--- config.mk ---
export PLATFORM = sky130hd
export DESIGN_NAME = rpsm_slot_ram
export DESIGN_NICKNAME = d
export VERILOG_FILES = /design/src/hdl/rpsm_pkg.sv /design/src/hdl/rpsm_slot_ram.sv
export SDC_FILE = /design/constraint.sdc
export NUM_CORES = 2
export LEC_CHECK = 0
export ABC_AREA = 0
export BUFFER_PORTS_ARGS = -buffer_cell sky130_fd_sc_hd__buf_2
export CAP_MARGIN = 20
export CORE_MARGIN = 4
export CORE_UTILIZATION = 45
export DETAILED_ROUTE_END_ITERATION = 6
export MAX_ROUTING_LAYER = met4
export PLACE_DENSITY = 0.67
export REMOVE_ABC_BUFFERS = 1
export SETUP_SLACK_MARGIN = 0.02
export SKIP_LAST_GASP = 1
export SYNTH_ARGS = -nofsm -noshare
export SYNTH_HDL_FRONTEND = slang
export SYNTH_SLANG_ARGS = --single-unit
--- constraint.sdc ---
create_clock -name clk -period 13.7 [get_ports clk]
set_input_delay 2.74 -clock clk [delete_from_list [all_inputs] [get_ports clk]]
set_output_delay 2.74 -clock clk [all_outputs]
set_load 0.005 [all_outputs]
--- src/hdl/rpsm_pkg.sv ---
// ----------------------------------------------------------------------------
// rpsm_pkg
// Shared types and constants of the register pool spill manager.
// ----------------------------------------------------------------------------
package rpsm_pkg;

    localparam int NUM_SLOTS       = 32;
    localparam int POOL_FIRST      = 5;
    localparam int POOL_LAST       = 25;
    localparam int SNAPSHOT_LEVELS = 8;
    localparam int SLOT_W          = 5;
    localparam int SNAP_AW         = 8;

    typedef enum logic [1:0] {
        KIND_FREE = 2'd0,
        KIND_TEMP = 2'd1,
        KIND_VAR  = 2'd2,
        KIND_RSVD = 2'd3
    } kind_t;

    typedef enum logic [3:0] {
        REQ_ALLOC     = 4'd0,
        REQ_FREE_WB   = 4'd1,
        REQ_FREE_TEMP = 4'd2,
        REQ_FREE_NOWB = 4'd3,
        REQ_SAVE      = 4'd4,
        REQ_FREE_ALL  = 4'd5,
        REQ_DROP_ALL  = 4'd6,
        REQ_DIRTY     = 4'd7,
        REQ_UNBIND    = 4'd8,
        REQ_PUSH      = 4'd9,
        REQ_POP       = 4'd10,
        REQ_R11       = 4'd11,
        REQ_R12       = 4'd12,
        REQ_R13       = 4'd13,
        REQ_R14       = 4'd14,
        REQ_R15       = 4'd15
    } req_t;

    localparam logic [1:0] ACT_STORE = 2'd0;
    localparam logic [1:0] ACT_COPY  = 2'd1;
    localparam logic [1:0] ACT_LOAD  = 2'd2;
    localparam logic [1:0] ACT_DONE  = 2'd3;

    localparam logic [1:0] ST_OK    = 2'd0;
    localparam logic [1:0] ST_NOSLOT = 2'd1;
    localparam logic [1:0] ST_FULL  = 2'd2;
    localparam logic [1:0] ST_EMPTY = 2'd3;

    typedef struct packed {
        logic [3:0]         req_type;
        logic [4:0]         reg_req;
        logic [15:0]        var_id;
        logic [4:0]         mem_base;
        logic signed [15:0] mem_offset;
    } in_item_t;

    typedef struct packed {
        logic [1:0]         action;
        logic [4:0]         dest_reg;
        logic [4:0]         src_reg;
        logic [4:0]         addr_base;
        logic signed [15:0] addr_offset;
        logic [1:0]         status;
        logic               last;
    } out_item_t;

    // One slot entry as held in the slot memory.
    typedef struct packed {
        kind_t       kind;
        logic        dirty;
        logic [15:0] var_id;
        logic [4:0]  base;
        logic [15:0] offset;
        logic [31:0] age;
    } slot_t;

    typedef enum logic [3:0] {
        S_IDLE,
        S_SCAN,
        S_SCAN_WAIT,
        S_DECIDE,
        S_SINGLE,
        S_SINGLE_WAIT,
        S_APPLY,
        S_SWEEP,
        S_SWEEP_WAIT,
        S_DONE
    } state_t;

endpackage

--- src/hdl/rpsm_slot_ram.sv ---
// ----------------------------------------------------------------------------
// rpsm_slot_ram
// Slot memory: one write port, one registered read port.
// ----------------------------------------------------------------------------
module rpsm_slot_ram
    import rpsm_pkg::*;
(
    input  logic              clk,
    input  logic              we,
    input  logic [SLOT_W-1:0] waddr,
    input  slot_t             wdata,
    input  logic [SLOT_W-1:0] raddr,
    output slot_t             rdata
);
    slot_t mem [NUM_SLOTS];

    always_ff @(posedge clk)
    begin
        if (we)
        begin
            mem[waddr] <= wdata;
        end
        rdata <= mem[raddr];
    end
endmodule

==> results.sh <==
export IMPL_synthCells=4208
export IMPL_timing_critical_path_buf_inv=4
export IMPL_drive_gt1_share_pct=20.5
export IMPL_rsz0062_at_grt="no"
export IMPL_cts_sinks=2376
export IMPL_fill_cells=15300
export IMPL_cts_setup_buffers=0
export IMPL_syn2layout_area_growth_pct=13.1
export IMPL_vdd_drop_max_uv=145
export IMPL_grt_ovfl_total=0
export IMPL_wl_mm=221
export IMPL_clkPwrFrac_pct=41.8
export IMPL_vias=43800
export IMPL_synth_area_mm2=0.0891
export IMPL_ys_ff_latch=2376
export IMPL_setup_violations_final=0
export IMPL_total_power_w=0.0151
export IMPL_seqCellArea_mm2=0.0706
export IMPL_start_util_pct=45.2
export IMPL_clkTransAtPathRegs_ns=0.06
export IMPL_routed_via_density=5.99
export IMPL_clock_skew_ns=0.0526
export IMPL_slowest_stage="buf_4"
export IMPL_timing_final_crit_share_pct=44.6
export IMPL_power_share_switching_pct=21.2
export IMPL_critical_path_max_stage_delay_ns=0.79
export IMPL_drtIter0Drc=5451
export IMPL_cp_cell_sequence="buf_8 -> buf_4 -> buf_4 -> buf_4 -> mux4_2 -> a22o_1 -> a31oi_1 -> nand3_1"
export IMPL_setup_tns_ns=0
export IMPL_cts_tree="yes"
export IMPL_drtPass1Iterations=5
export IMPL_tightestPinTransition_ns=1.16
export IMPL_slew_viol_final=0
export IMPL_coreArea_mm2=0.197
export IMPL_final_common_cell="edfxtp_1"
export IMPL_fin_ws_ns=7.59
export IMPL_p_per_area_mw_per_mm2=150
export IMPL_wire_per_inst_um=30.2
export IMPL_hold_viol_final=0
export IMPL_antenna_left=0
export IMPL_critPathRequiredTime_ns=14.45
export IMPL_p_switching_w=0.00320
export IMPL_first_global_vias=43900
export IMPL_critPathCaptureType="flip-flop"
export IMPL_max_freq_mhz=164
export IMPL_syn_avg_cell_area_um2=21.2
export IMPL_crit_fanout=61
export IMPL_p_int_w=0.0119
export IMPL_die_area_mm2=0.205
export IMPL_cts_resized=0
export IMPL_cts_root_buf="clkbuf_16"
export IMPL_ctsHoldBuffers=0
export IMPL_crit_family="buffers and inverters"
export IMPL_grt_usage_pct=22.1
export IMPL_dieHeight_um=453
export IMPL_p_comb_share_pct=4.4
export IMPL_drc=0
export IMPL_max_slew_margin_rel_pct=22.5
export IMPL_gp_congestion=0.746
export IMPL_yosysUniqueCellTypes=32
export IMPL_crit_type="input port to flip-flop"
export IMPL_maxCapViolCount=0
export IMPL_hold_class="flip-flop to flip-flop"
export IMPL_min_period_ns=6.11
export IMPL_num_rows=163
export IMPL_grt_start_max_net_pins=129
export IMPL_multi_input_area_mm2=0.0175
export IMPL_antenna_found_initial=24
export IMPL_ys_warnings_count=0
export IMPL_ys_seq_area_share_pct=79.3
export IMPL_cts_max_level=4
export IMPL_pin_count=156
export IMPL_cts_max_path_buffers=3
export IMPL_portBuffers=155
export IMPL_die_w_um=453
export IMPL_place_hpwl_mm=111
export IMPL_grt_pass1_wl_mm=318
export IMPL_seq_power_share_pct=53.8
export IMPL_pre_cts_ws_ns=6.60
export IMPL_p_leak_nw=32.9
export IMPL_mostFrequentLayoutCells="edfxtp_1 (2304), mux2i_1 (560), a22oi_1 (367), mux4_2 (296), clkbuf_16 (226)"
export IMPL_clk_latency_ns=0.89
export IMPL_crit_path_start_kind="input port"
export IMPL_crit_path_frequent_cell="buf_4"
export IMPL_status="finished, final reports clean"
export IMPL_cts_inserted_buffers=226
export IMPL_nNetsFinal=4547
export IMPL_hold_slack_ns=0.630
export IMPL_critical_path_arrival_ns=6.86
cell type report:
class	count	share of cell area, %
Multi-Input combinational cell	1595	17.4
Clock inverter	146	1.60
Antenna cell	12	0.0298
Clock buffer	282	5.96
Sequential cell	2376	70.1
Tap cell	2640	3.28
Timing Repair Buffer	264	1.66
path summary, 6_finish.rpt:
| check | startpoint | end | slack (ns) | depth (start not counted) |
|---|---|---|---|---|
| worst max-delay path | raddr[0] | rdata[70] | 7.59 | 8 |
| worst min-delay path | mem[26][68] | rdata[68] | 0.63 | 4 |
| worst max register to register | mem[3][50] | rdata[50] | 11.92 | 4 |
| worst min register to register | mem[26][68] | rdata[68] | 0.63 | 4 |
power by group through the flow:
stage / registers, W / logic, W / clock network, W
2_1_floorplan: 0.00827 / 0.000291 / 0
6_report: 0.00813 / 0.000665 / 0.00631
3_3_place_gp: 0.00828 / 0.000657 / 0
5_1_grt: 0.00813 / 0.000712 / 0.00673
4_1_cts: 0.00813 / 0.000670 / 0.00640
3_5_place_dp: 0.00829 / 0.000668 / 0
per-stage QoR:
stage / cell area, um2 / utilization, % / cells
after floorplan: 87800 / - / 3971
after global placement: 93100 / 47.2 / 6875
after detailed placement: 93100 / 47.2 / 6875
after CTS: 101000 / 51.1 / 7303
after global routing: 101000 / 51.1 / 7310
final: 101000 / 51.1 / 7315
per-layer routing:
metal / global-route usage (%) / part of all wire, % / up-vias
met5: - / 0 / -
met4: 6.63 / 3.0 / 0
met3: 3.33 / 7.1 / 406
met2: 35.6 / 50 / 1866
met1: 29.2 / 40 / 23400
li1: - / - / 18100
flip-flops by register name, summed over array words and instances (netlist names):
| signal | count |
|---|---|
| mem | 2304 |
| rdata | 72 |
worst min-delay path: cells and delay by family (launching register included):
kind             cells  cell delay, ns
flip-flops           1            0.32
AND/OR/NAND/NOR      3            0.21
multiplexers         1            0.06
kinds of logic (layout without fill, tap and decap cells):
kind of cell / Yosys count / in the layout / synth area share [%]
multiplexers: 856 / 856 / 13.8
other: 0 / 12 / 0
AO/OA/AOI/OAI: 477 / 477 / 4.00
buffers and inverters: 237 / 692 / 1.44
flip-flops: 2376 / 2376 / 79.3
AND/OR/NAND/NOR: 262 / 262 / 1.53
cells in the mapped netlist (all sizes together):
cell | n | area (um2)
mux2i | 560 | 5610
clkbuf | 100 | 375
nor3 | 3 | 15.0
edfxtp | 2304 | 69200
and2 | 11 | 68.8
a31oi | 39 | 244
nor2b | 19 | 119
nand4 | 27 | 169
a2bb2oi | 2 | 17.5
nor2 | 41 | 159
and3 | 2 | 12.5
dfxtp | 72 | 1440
a22o | 45 | 394
nor3b | 1 | 12.5
nand2 | 9 | 33.8
o21ai | 6 | 30.0
o211ai | 6 | 45.0
a21oi | 6 | 30.0
nand3b | 5 | 37.5
buf | 137 | 905
or3b | 3 | 26.3
a22oi | 367 | 2760
mux4 | 296 | 6670
nand3 | 138 | 691
or3 | 1 | 6.26
and3b | 2 | 17.5
a221oi | 6 | 52.6
Note: power is estimated with default switching activity, not from simulation.
